File: config.mk
export PLATFORM = sky130hd
export DESIGN_NAME = mvs_ctrl
export DESIGN_NICKNAME = d
export VERILOG_FILES = /design/src/hw/rtl/mvs_pkg.sv /design/src/hw/rtl/mvs_ctrl.sv
export VERILOG_INCLUDE_DIRS = /design/src /design/src/hw/rtl
export SDC_FILE = /design/constraint.sdc
export NUM_CORES = 1
export LEC_CHECK = 0
export BUFFER_PORTS_ARGS = -buffer_cell sky130_fd_sc_hd__buf_2
export CORE_MARGIN = 5
export CORE_UTILIZATION = 45
export DETAILED_ROUTE_END_ITERATION = 8
export GPL_TIMING_DRIVEN = 0
export MAX_ROUTING_LAYER = met4
export PLACE_DENSITY = 0.7
export SETUP_SLACK_MARGIN = 0.4
export SLEW_MARGIN = 10
export SYNTH_ARGS = -nofsm -noshare
export SYNTH_HDL_FRONTEND = slang
export SYNTH_SLANG_ARGS = --single-unit
File: constraint.sdc
create_clock -name clk -period 2 [get_ports clk]
set_input_delay 0.4 -clock clk [delete_from_list [all_inputs] [get_ports clk]]
set_output_delay 0.4 -clock clk [all_outputs]
set_load 0.03 [all_outputs]
File: src/hw/rtl/mesh_vertex_skinning_defines.svh
// assertion macros for the skinning block controller (mvs_ctrl)
// used by files that include this header; expects clk and rst_n in scope
`ifndef MESH_VERTEX_SKINNING_DEFINES_SVH
`define MESH_VERTEX_SKINNING_DEFINES_SVH

// same-cycle implication, checked outside reset
`define MVS_ASSERT_IMPL(name, ante, cons, msg) \
    name: assert property (@(posedge clk) disable iff (!rst_n) (ante) |-> (cons)) \
        else $error(msg);

// next-cycle implication, checked outside reset
`define MVS_ASSERT_NEXT(name, ante, cons, msg) \
    name: assert property (@(posedge clk) disable iff (!rst_n) (ante) |=> (cons)) \
        else $error(msg);

`endif

File: src/hw/rtl/mvs_pkg.sv
// shared types, codes and saturation helpers for the skinning block
// no dependencies; used by mvs_datapath, mvs_ctrl and mesh_vertex_skinning
package mvs_pkg;

    // default sizing
    localparam int MAX_BONES_DEF = 64;
    localparam int FRAC_BITS_DEF = 16;

    // fixed field widths
    localparam int NUM_COEF   = 6;
    localparam int COORD_W    = 32;
    localparam int WEIGHT_W   = 17;
    localparam int DEPTH_W    = 16;
    localparam int SCALE_W    = 31;
    localparam int BONE_W     = 6;
    localparam int CIDX_W     = 3;
    localparam int ACC_W      = 48;
    localparam int PROD_W     = 64;
    localparam int WPROD_W    = COORD_W + WEIGHT_W + 1;
    localparam int CFG_IDX_W  = 2;
    localparam int CFG_DATA_W = 31;

    // coefficient slots within one bone
    localparam int COEF_A  = 0;
    localparam int COEF_B  = 1;
    localparam int COEF_C  = 2;
    localparam int COEF_D  = 3;
    localparam int COEF_TX = 4;
    localparam int COEF_TY = 5;

    // configuration register indexes
    localparam logic [CFG_IDX_W-1:0] CFG_SCALE  = 2'd0;
    localparam logic [CFG_IDX_W-1:0] CFG_DEFORM = 2'd1;
    localparam logic [CFG_IDX_W-1:0] CFG_DEPTH  = 2'd2;

    // item kinds
    typedef enum logic [1:0] {
        MODE_LOAD     = 2'd0,
        MODE_WEIGHTED = 2'd1,
        MODE_PLAIN    = 2'd2
    } mode_t;

    // controller to datapath commands
    typedef struct packed {
        logic capture;
        logic load;
        logic scale;
        logic move;
        logic xform;
        logic sum;
        logic weight;
        logic acc;
        logic emit;
        logic plain;
    } mvs_cmd_t;

    // datapath to controller status
    typedef struct packed {
        logic bone_ok;
        logic out_free;
    } mvs_status_t;

    // clamp to signed 32 bits
    function automatic logic signed [31:0] sat32(input logic signed [63:0] v);
        logic signed [31:0] r;
        if (v > 64'sh0000_0000_7FFF_FFFF)
            r = 32'sh7FFF_FFFF;
        else if (v < 64'shFFFF_FFFF_8000_0000)
            r = 32'sh8000_0000;
        else
            r = v[31:0];
        return r;
    endfunction

    // clamp to signed 48 bits
    function automatic logic signed [47:0] sat48(input logic signed [63:0] v);
        logic signed [47:0] r;
        if (v > 64'sh0000_7FFF_FFFF_FFFF)
            r = 48'sh7FFF_FFFF_FFFF;
        else if (v < 64'shFFFF_8000_0000_0000)
            r = 48'sh8000_0000_0000;
        else
            r = v[47:0];
        return r;
    endfunction

endpackage

File: src/hw/rtl/mvs_ctrl.sv
// skinning controller: sequences loads, influences and plain vertices
// depends on mvs_pkg and mesh_vertex_skinning_defines.svh
`include "mesh_vertex_skinning_defines.svh"

module mvs_ctrl (
    input  logic                 clk,
    input  logic                 rst_n,
    input  logic                 in_valid,
    output logic                 in_ready,
    input  logic [1:0]           mode,
    input  logic                 bone_present,
    input  logic                 last_influence,
    input  mvs_pkg::mvs_status_t status,
    output mvs_pkg::mvs_cmd_t    cmd
);

    typedef enum logic [7:0] {
        S_IDLE   = 8'b0000_0001,
        S_SCALE  = 8'b0000_0010,
        S_MOVE   = 8'b0000_0100,
        S_XFORM  = 8'b0000_1000,
        S_SUM    = 8'b0001_0000,
        S_WEIGHT = 8'b0010_0000,
        S_ACC    = 8'b0100_0000,
        S_EMIT   = 8'b1000_0000
    } state_t;

    state_t state_reg;
    state_t state_next;
    logic   plain_reg;
    logic   plain_next;
    logic   last_reg;
    logic   last_next;
    logic   accept;

    assign in_ready = (state_reg == S_IDLE);
    assign accept   = in_valid && in_ready;

    // next state
    always_comb
    begin
        state_next = state_reg;
        plain_next = plain_reg;
        last_next  = last_reg;
        unique case (state_reg)
            S_IDLE:
            begin
                if (in_valid)
                begin
                    unique case (mode)
                        mvs_pkg::MODE_WEIGHTED:
                        begin
                            plain_next = 1'b0;
                            last_next  = last_influence;
                            if (bone_present && status.bone_ok)
                                state_next = S_SCALE;
                            else if (last_influence)
                                state_next = S_EMIT;
                        end
                        mvs_pkg::MODE_PLAIN:
                        begin
                            plain_next = 1'b1;
                            last_next  = 1'b1;
                            state_next = S_SCALE;
                        end
                        default: ;
                    endcase
                end
            end
            S_SCALE:  state_next = S_MOVE;
            S_MOVE:   state_next = plain_reg ? S_EMIT : S_XFORM;
            S_XFORM:  state_next = S_SUM;
            S_SUM:    state_next = S_WEIGHT;
            S_WEIGHT: state_next = S_ACC;
            S_ACC:    state_next = last_reg ? S_EMIT : S_IDLE;
            S_EMIT:
            begin
                if (status.out_free)
                    state_next = S_IDLE;
            end
            default:  state_next = S_IDLE;
        endcase
    end

    // state registers
    always_ff @(posedge clk or negedge rst_n)
    begin
        if (!rst_n)
        begin
            state_reg <= S_IDLE;
            plain_reg <= 1'b0;
            last_reg  <= 1'b0;
        end
        else
        begin
            state_reg <= state_next;
            plain_reg <= plain_next;
            last_reg  <= last_next;
        end
    end

    // datapath commands
    always_comb
    begin
        cmd.capture = accept;
        cmd.load    = accept && (mode == mvs_pkg::MODE_LOAD);
        cmd.scale   = (state_reg == S_SCALE);
        cmd.move    = (state_reg == S_MOVE);
        cmd.xform   = (state_reg == S_XFORM);
        cmd.sum     = (state_reg == S_SUM);
        cmd.weight  = (state_reg == S_WEIGHT);
        cmd.acc     = (state_reg == S_ACC);
        cmd.emit    = (state_reg == S_EMIT) && status.out_free;
        cmd.plain   = plain_reg;
    end

    // checks
    `MVS_ASSERT_IMPL(a_emit_slot_free, cmd.emit, status.out_free, "emit into full output")
    `MVS_ASSERT_NEXT(a_scale_then_move, state_reg == S_SCALE, state_reg == S_MOVE, "no move")
    `MVS_ASSERT_NEXT(a_load_one_cycle, cmd.load, in_ready, "load did not return to ready")
    `MVS_ASSERT_NEXT(a_acc_no_last, state_reg == S_ACC && !last_reg, in_ready, "inner stall")

endmodule

==> results of run 1 <==
-- power by group through the flow --
stage | sequential, mW | clock (mW) | combinational, mW
6_report | 0.309 | 0.188 | 1.04
5_1_grt | 0.317 | 0.209 | 1.12
4_1_cts | 0.299 | 0.192 | 0.849
3_5_place_dp | 0.303 | 0 | 0.586
3_3_place_gp | 0.301 | 0 | 0.584
2_1_floorplan | 0.294 | 0 | 0.489
-- path summary, 6_finish.rpt --
check                      cells after the start      endpoint  slack [ns]            from
setup reg to reg                              10     plain_reg       -0.27    state_reg[5]
max in group asynchronous                      2  state_reg[0]        1.22           rst_n
min in group asynchronous                      2  state_reg[5]        0.52           rst_n
hold / removal                                 3      last_reg        0.43  last_influence
hold reg to reg                                1  state_reg[3]        0.53       plain_reg
setup / recovery                               6        cmd[9]       -0.35    state_reg[5]
-- cell families (layout without fill, tap and decap cells) --
family	Yosys count	in the layout	share of synthesized area
and+or+nand+nor	34	34	0.356
AOI/OAI and AO/OA	13	13	0.119
DFF	10	10	0.348
buffers and inverters	9	55	0.0778
adders and majority gates	3	3	0.0519
muxes	2	2	0.0346
xor gates and xnor gates	1	1	0.0121
-- layer usage --
| metal | vias to the layer above | share of wire | global-route usage |
|---|---|---|---|
| li1 | 354 | - | - |
| met1 | 369 | 0.44 | 0.233 |
| met2 | 22 | 0.49 | 0.305 |
| met3 | 6 | 0.048 | 0.0452 |
| met4 | 0 | 0.022 | 0.0131 |
| met5 | - | 0 | - |
-- timing repair --
action                     4_1_cts  5_1_grt
resized for setup               24       23
setup endpoints to repair       16       17
pin swaps                        3        5
hold buffers                     1        0
hold endpoints to repair         9        0
cloned                           0        0
setup buffers                   11       11
-- worst max-delay path, stage by stage, from the launching register on --
cell and delay [ns]:
sky130_fd_sc_hd__dfrtp_1 0.51, sky130_fd_sc_hd__or4_4 0.59, sky130_fd_sc_hd__nor2b_4 0.14, sky130_fd_sc_hd__buf_8 0.11, sky130_fd_sc_hd__and2_4 0.13, sky130_fd_sc_hd__buf_6 0.08, sky130_fd_sc_hd__buf_6 0.11
-- cells in the mapped netlist, types with 3 or more instances --
library cell / n / share of area
sky130_fd_sc_hd__dfrtp_1: 9 / 0.31
sky130_fd_sc_hd__nor2_1: 7 / 0.036
sky130_fd_sc_hd__nor3b_1: 5 / 0.052
sky130_fd_sc_hd__inv_1: 4 / 0.021
sky130_fd_sc_hd__a21oi_1: 3 / 0.021
sky130_fd_sc_hd__and4b_1: 3 / 0.042
sky130_fd_sc_hd__ha_1: 3 / 0.052
sky130_fd_sc_hd__nand2_1: 3 / 0.016
-- area by class of cell --
type	instances	area, um^2
flip-flops and latches	10	255
well taps	16	20.0
plain buffers	5	56.3
clock buffers	4	36.3
inverters	4	15.0
repair buffers	42	342
multi-input cells	53	520
fillers	79	279
==> results.cfg, run 1 <==
[run_status]
outcome = finished, violations left
failed_checks = negative setup slack

[placed_design]
gp_congestion = 0.807
count_of_input_and_output_buffers = 19
place.detailed.instances = 107
cell_area_after_placement_um2 = 881
hpwlAfterDp_um = 1110
pre_cts_setup_slack_ns = -0.162

[layout]
layout-area-overhead-vs-synth_pct = 72.1
insertedDiodeCount = 0
layout-drive-gt1-share = 0.644
layoutNonFillerInstCount = 134
final_common_cell = sky130_fd_sc_hd__buf_4
flip_flop_count_of_the_largest_register_after_layout = 8
final_core_utilization = 0.817
fin_area_um2 = 1240
final_cell_mix = sky130_fd_sc_hd__buf_4 (19), sky130_fd_sc_hd__buf_6 (16), sky130_fd_sc_hd__buf_2 (10), sky130_fd_sc_hd__nor2_1 (6), sky130_fd_sc_hd__dfrtp_1 (6)
fin_nets = 131

[logic_synthesis]
avg_synthesized_cell_area_um2 = 10.0
synthesis.area_um2 = 723
postSynthCellCount = 72
synth.ff_latch_count = 10
ys.flop_type = sky130_fd_sc_hd__dfrtp_1
post_synth_num_cell_types = 36
synthesis.nets = 84
synth_warnings = 0
async_flop_share = 1.00
sequential_share_of_the_synthesized_area = 0.348
synth_enable_flop_cells = 0

[detailed_routing]
wire_per_inst_um = 17.2
postRouteWirelength_um = 2310
post_detailed_route_count_of_antenna_violating_nets = 0
drc = 0
dr.first_iter.drc_count = 22
routed_via_density = 5.60
detailroute.via_count = 751
total_iterations_of_the_first_detailed_routing_run = 5

[timing]
final_critical_path_setup_slack_ns = -0.351
hold-worst-slack_ns = 0.427
setup-violations-final = 12
setup_repair_after_global_routing_missed_its_margin = yes
max_slew.worst_pin.slew_ns = 0.472
max_freq_ghz = 0.425
max-slew-margin-rel = 0.681
fin_skew_ns = 0.00350
final.min_clock_period_ns = 2.35
final-hold-violation-count = 0
final.setup.tns_ns = -2.95
final_min_period_over_clock_period = 1.18
finalMaxSlewViolations = 0

[power]
power_leakage_nw = 0.607
pwr_density_cell_nw_per_um2 = 1240
power.share.sequential = 0.201
max-vdd-ir-drop_uv = 867
cell_int_power_uw = 969
total_switching_power_uw = 573
total_power_mw = 1.54
combPwrFrac = 0.678
pwr-share-clk = 0.122
swShare = 0.372

[clock_tree]
clock-root-buffer = sky130_fd_sc_hd__clkbuf_4
clk_transition_reported_paths_ns = 0.07
clock_tree.htree_level_count = 1
cts.path.max_buffers = 2
clk_latency_ns = 0.27
number_of_buffers_created_by_cts = 3
clock_tree_from_tritoncts = yes
cts.sink_count = 10

[global_routing]
grt_overflow_total = 0
grt_max_degree = 11
grtUsageTotal = 0.184
grt_pass1_wl_um = 3490
vias_in_the_first_global_route = 714
antenna_found_initial = 0

[worst_setup_path]
end_kind = output port
timing.setup.critical_path_class = reg2out
timing.critical_path.fanout_max = 7
worst_ep_required_time_ns = 1.60
arrival_ns = 1.95
critPathLaunchType = register

[min_path]
hold_path_class = in2reg

[floorplanning]
die_x_um = 50.1
ioPinCount = 20
initial_utilization = 0.475
std_cell_rows = 14
floorplan.die.height_um = 50.1
die_area_um2 = 2510
design.core.area_um2 = 1520

[job]
count_of_maximum_capacitance_violations = 0
Power figures use the tool's default switching activity.
==> inputs of run 2 (changes only) <==
CORE_UTILIZATION = 50   (was 45)
GPL_TIMING_DRIVEN = 1   (was 0)
PLACE_DENSITY = 0.82   (was 0.7)
==> run 2 against run 1 <==
The flow still finishes with violations (negative setup slack). Clock skew grew 0.00051 ns. Clock power is 16% lower. Via count decreased by 3.3%. Largest power group unchanged.
==> results.cfg, run 2 (synthesis results as in run 1) <==
[run_status]
outcome = finished, violations left
failed_checks = negative setup slack

[clock_tree]
clock-root-buffer = sky130_fd_sc_hd__clkbuf_4
cts.sink_count = 10
clk_transition_reported_paths_ns = 0.07
cts.path.max_buffers = 2
clock_tree_from_tritoncts = yes
clk_latency_ns = 0.28
clock_tree.htree_level_count = 1
number_of_buffers_created_by_cts = 3

[floorplanning]
ioPinCount = 20
std_cell_rows = 13
floorplan.die.height_um = 48.0
design.core.area_um2 = 1330
initial_utilization = 0.542
die_x_um = 48.0
die_area_um2 = 2310

[global_routing]
antenna_found_initial = 0
grt_busiest_layer = met2
vias_in_the_first_global_route = 726
global_route.usage.met3 = 0.0639
met1_usage = 0.219
grt_overflow_total = 0
met2_track_usage_gr = 0.393
grtUsageTotal = 0.218
grt_pass1_wl_um = 3200
grt_max_degree = 11

[timing]
finalMaxSlewViolations = 0
max-slew-margin-rel = 0.741
setup-violations-final = 10
setup_repair_after_global_routing_missed_its_margin = yes
final.min_clock_period_ns = 2.16
final_critical_path_setup_slack_ns = -0.160
final.setup.tns_ns = -0.870
max_freq_ghz = 0.463
fin_skew_ns = 0.00401
max_slew.worst_pin.slew_ns = 0.383
final_min_period_over_clock_period = 1.08
final-hold-violation-count = 0

[power]
power_leakage_nw = 0.567
total_power_mw = 1.29
pwr_density_cell_nw_per_um2 = 1110
max-vdd-ir-drop_uv = 776

[detailed_routing]
routed_via_density = 5.81
detailroute.via_count = 726
wire_per_inst_um = 18.8
post_detailed_route_count_of_antenna_violating_nets = 0
total_iterations_of_the_first_detailed_routing_run = 5
drc = 0
dr.first_iter.drc_count = 13
postRouteWirelength_um = 2350

[min_path]
hold_path_class = in2reg

[worst_setup_path]
timing.critical_path.buf_inv = 1
crit_chain = or4_4, nor2b_4, and3_4, buf_6
worst_ep_required_time_ns = 1.60
end_kind = output port
r2r_slack_ns = 0.09
path_delay_family = simple AND/OR/NAND/NOR gates
timing.setup.critical_path_class = reg2out
critical_path.max_stage_delay_ns = 0.62
timing.critical_path.fanout_max = 6
arrival_ns = 1.76
critPathLaunchType = register
critical-path-slowest-cell = sky130_fd_sc_hd__or4_4

[job]
count_of_maximum_capacitance_violations = 0

[layout]
layout-drive-gt1-share = 0.591
insertedDiodeCount = 0
layout-area-overhead-vs-synth_pct = 61.1
fin_area_um2 = 1160
flip_flop_count_of_the_largest_register_after_layout = 8
final_cell_mix = sky130_fd_sc_hd__buf_4 (16), sky130_fd_sc_hd__buf_6 (13), sky130_fd_sc_hd__buf_2 (9), sky130_fd_sc_hd__dfrtp_1 (8), sky130_fd_sc_hd__nor2_1 (5)
final_common_cell = sky130_fd_sc_hd__buf_4
layoutNonFillerInstCount = 125
final_core_utilization = 0.873
fillCellCount = 65
fin_nets = 123

[placed_design]
place.detailed.instances = 112
hpwlAfterDp_um = 1360
count_of_input_and_output_buffers = 19
gp_congestion = 0.797
cell_area_after_placement_um2 = 913
-- run 2: changes by cell type in the layout (fill, tap and decap cells not counted), sizes merged --
cell,before,now
buf,46,38
-- run 2: worst paths after layout --
| kind | start | depth (start not counted) | end |
|---|---|---|---|
| hold / removal | last_influence | 3 | last_reg |
| max in group asynchronous | rst_n | 2 | state_reg[0] |
| setup reg to reg | state_reg[5] | 6 | plain_reg |
| setup / recovery | state_reg[5] | 4 | cmd[8] |
| hold reg to reg | plain_reg | 1 | state_reg[3] |
| min in group asynchronous | rst_n | 2 | state_reg[2] |
-- run 2: final cells by class --
class,count,area [um^2],share of cell area
clock buffer,4,26.3,0.0226
inverter,4,15.0,0.0129
multi-input combinational,53,531,0.455
sequential,10,253,0.217
tap,15,18.8,0.0161
timing repair buffer,39,322,0.276
-- run 2: per-layer routing --
| metal | vias to the layer above | share of wire |
|---|---|---|
| met5 | - | 0 |
| met4 | 0 | 0.017 |
| met3 | 6 | 0.044 |
| met2 | 24 | 0.55 |
| met1 | 355 | 0.39 |
| li1 | 341 | - |
-- run 2: stage by stage --
| stage | setup slack [ns] | hold WS [ns] |
|---|---|---|
| after floorplan | 0.0284 | 0.104 |
| after global placement | 0.118 | 0.264 |
| after detailed placement | 0.0664 | 0.269 |
| after CTS | -0.155 | 0.402 |
| after global routing | -0.212 | 0.427 |
| final | -0.160 | 0.400 |
-- run 2: where the power goes --
part           switching, mW  leakage, nW  internal (mW)  total [mW]
logic                  0.416        0.423          0.432       0.848
registers             0.0399        0.129          0.250       0.290
clock network         0.0793       0.0150         0.0775       0.157
total                  0.535        0.567          0.760        1.29
-- run 2: tightest hold or removal path, delay by kind of cell --
family / cells / cell delay, ns
buffers and inverters: 1 / 0.09
muxes: 1 / 0.11
and+or+nand+nor: 1 / 0.04
-- run 2: what timing repair did --
action,in CTS,in global routing
resized for setup,28,13
pin swaps,9,4
buffers inserted,4,4
hold buffers,1,0
endpoints found under the setup margin,16,16
endpoints found under the hold margin,9,0
==> inputs of run 3 (changes only) <==
==> constraint.sdc (replaced) <==
create_clock -name clk -period 2 [get_ports clk]
set_input_delay 0.6 -clock clk [delete_from_list [all_inputs] [get_ports clk]]
set_output_delay 0.6 -clock clk [all_outputs]
set_load 0.03 [all_outputs]
==> run 3 against run 2 <==
The flow still finishes with violations (negative setup slack). Sequential share of layout area decreased by 2.2 points. Final area increased by 11%. Die area unchanged. Core utilization increased by 9.9 points. Worst hold slack got worse by 0.22 ns. First-iteration DRC count increased to 7.1 times the previous value. Total power increased by 11%. Clock power increased by 23%. Register-to-register slack got worse by 0.15 ns. Non-clock buffer count increased by 13. Largest power group unchanged.
==> results.cfg, run 3 (synthesis results as in run 1) <==
[clock_tree]
clock_tree.htree_level_count = 1
ctsHoldBuffers = 0
clk_transition_reported_paths_ns = 0.07
cts.path.max_buffers = 2
clk_latency_ns = 0.28
clock_tree_from_tritoncts = yes
clock-root-buffer = sky130_fd_sc_hd__clkbuf_4
cts.sink_count = 10
number_of_buffers_created_by_cts = 3

[timing]
setup_repair_after_global_routing_missed_its_margin = yes
finalMaxSlewViolations = 0
max_freq_ghz = 0.413
final.min_clock_period_ns = 2.42
setup-violations-final = 11
max-slew-margin-rel = 0.675
final_critical_path_setup_slack_ns = -0.419
final-hold-violation-count = 0
fin_skew_ns = 0.000265
hold-worst-slack_ns = 0.178
max_slew.worst_pin.slew_ns = 0.486
final_min_period_over_clock_period = 1.21

[layout]
multiInputGateArea_um2 = 542
layout-drive-gt1-share = 0.667
fillCellCount = 24
flip_flop_count_of_the_largest_register_after_layout = 8
final_cell_mix = sky130_fd_sc_hd__buf_4 (24), sky130_fd_sc_hd__buf_6 (18), sky130_fd_sc_hd__buf_2 (10), sky130_fd_sc_hd__dfrtp_1 (8), sky130_fd_sc_hd__nor2_1 (5)
final_common_cell = sky130_fd_sc_hd__buf_4
fin_nets = 136
seq_area_um2 = 253
layout-area-overhead-vs-synth_pct = 79.4
insertedDiodeCount = 0

[placed_design]
count_of_input_and_output_buffers = 19
gp_congestion = 0.810
pre_cts_setup_slack_ns = -0.101
hpwlAfterDp_um = 1420

[power]
total_power_mw = 1.44
pwr_density_cell_nw_per_um2 = 1110
total_switching_power_uw = 626
power_leakage_nw = 0.632
combPwrFrac = 0.664
cell_int_power_uw = 813
max-vdd-ir-drop_uv = 1040
swShare = 0.435
power.share.sequential = 0.202
pwr-share-clk = 0.134

[floorplanning]
std_cell_rows = 13
floorplan.die.height_um = 48.0
initial_utilization = 0.542
design.core.area_um2 = 1330
ioPinCount = 20
die_area_um2 = 2310
die_x_um = 48.0

[detailed_routing]
dr.first_iter.drc_count = 92
routed_via_density = 6.95
detailroute.via_count = 959
post_detailed_route_count_of_antenna_violating_nets = 0
postRouteWirelength_um = 3620
drc = 0
wire_per_inst_um = 26.2
total_iterations_of_the_first_detailed_routing_run = 5

[worst_setup_path]
timing.critical_path.buf_inv = 1
end_kind = output port
arrival_ns = 1.82
timing.rr.start = state_reg[1]
critPathLaunchType = register
critical-path-slowest-cell = sky130_fd_sc_hd__or4_4
depth_of_the_most_critical_reg_to_reg_path = 12
crit_chain = or4_4, nor2b_4, and3_4, buf_6
critical_path.max_stage_delay_ns = 0.62
timing.critical_path.fanout_max = 4
worst_ep_required_time_ns = 1.40
path_delay_family = simple AND/OR/NAND/NOR gates
r2r_slack_ns = -0.06
timing.setup.critical_path_class = reg2out
timing.rr.end = state_reg[6]

[global_routing]
antenna_found_initial = 0
grt_overflow_total = 0
grtUsageTotal = 0.284
vias_in_the_first_global_route = 844
grt_pass1_wl_um = 4200
grt_max_degree = 11

[run_status]
outcome = finished, violations left
failed_checks = negative setup slack

[job]
count_of_maximum_capacitance_violations = 0

[min_path]
hold_path_class = in2async
[run 3: changes by cell type in the layout (fill, tap and decap cells not counted), sizes merged]
cell,previous run,this run
buf,38,52
dlygate4sd3,1,0
[run 3: how the worst max path moves through the flow]
stage | to | slack (ns) | depth (start not counted) | startpoint
3_3_place_gp | cmd[7] | -0.09 | 4 | state_reg[5]
5_1_grt | cmd[8] | -0.46 | 4 | state_reg[7]
6_report | cmd[8] | -0.42 | 4 | state_reg[7]
3_5_place_dp | cmd[7] | -0.10 | 4 | state_reg[5]
2_1_floorplan | cmd[9] | -0.17 | 5 | state_reg[5]
4_1_cts | cmd[8] | -0.34 | 4 | state_reg[7]
[run 3: area by class of cell]
class	instances	area share
clock buffer	4	0.0280
inverter	4	0.0116
multi-input combinational	53	0.418
sequential	10	0.195
tap	15	0.0145
timing repair buffer	52	0.334
[run 3: per-stage QoR]
| step | instances | area, um^2 | TNS (ns) | utilization |
|---|---|---|---|---|
| detailed placement | 119 | 967 | -0.428 | 0.725 |
| global placement | 119 | 967 | -0.330 | 0.725 |
| floorplan | 72 | 767 | -0.602 | - |
| finish | 138 | 1300 | -3.14 | 0.973 |
| global route | 138 | 1300 | -3.66 | 0.973 |
| CTS | 134 | 1190 | -2.55 | 0.891 |
[run 3: timing repair]
item	in CTS	in global routing
gates cloned	0	0
pin swaps	6	2
hold endpoints to repair	0	0
gates resized for setup	26	18
buffers inserted	11	4
setup endpoints to repair	15	18
[run 3: layer usage]
layer  wire length, um  global-route usage
met1              1190               0.326
met4               293               0.102
met5                 0                   -
met2              1670               0.480
met3               470              0.0602
[run 3: worst reg2reg max path: stages, from the launching register on]
cell	delay (ns)
sky130_fd_sc_hd__dfrtp_2	0.46
sky130_fd_sc_hd__nor4_4	0.31
sky130_fd_sc_hd__buf_4	0.19
sky130_fd_sc_hd__nand3_4	0.09
sky130_fd_sc_hd__buf_6	0.13
sky130_fd_sc_hd__buf_6	0.10
sky130_fd_sc_hd__buf_6	0.10
sky130_fd_sc_hd__buf_6	0.11
sky130_fd_sc_hd__buf_6	0.10
sky130_fd_sc_hd__buf_6	0.11
sky130_fd_sc_hd__buf_6	0.11
sky130_fd_sc_hd__buf_6	0.10
sky130_fd_sc_hd__nor2_2	0.09
[run 3: power by group through the flow]
stage                     sequential, mW  combinational (mW)  clock [mW]
final                              0.291               0.955       0.193
after floorplan                    0.294               0.489           0
after detailed placement           0.280               0.644           0
after CTS                          0.278               0.770       0.188
after global placement             0.279               0.629           0
after global routing               0.296               0.975       0.206
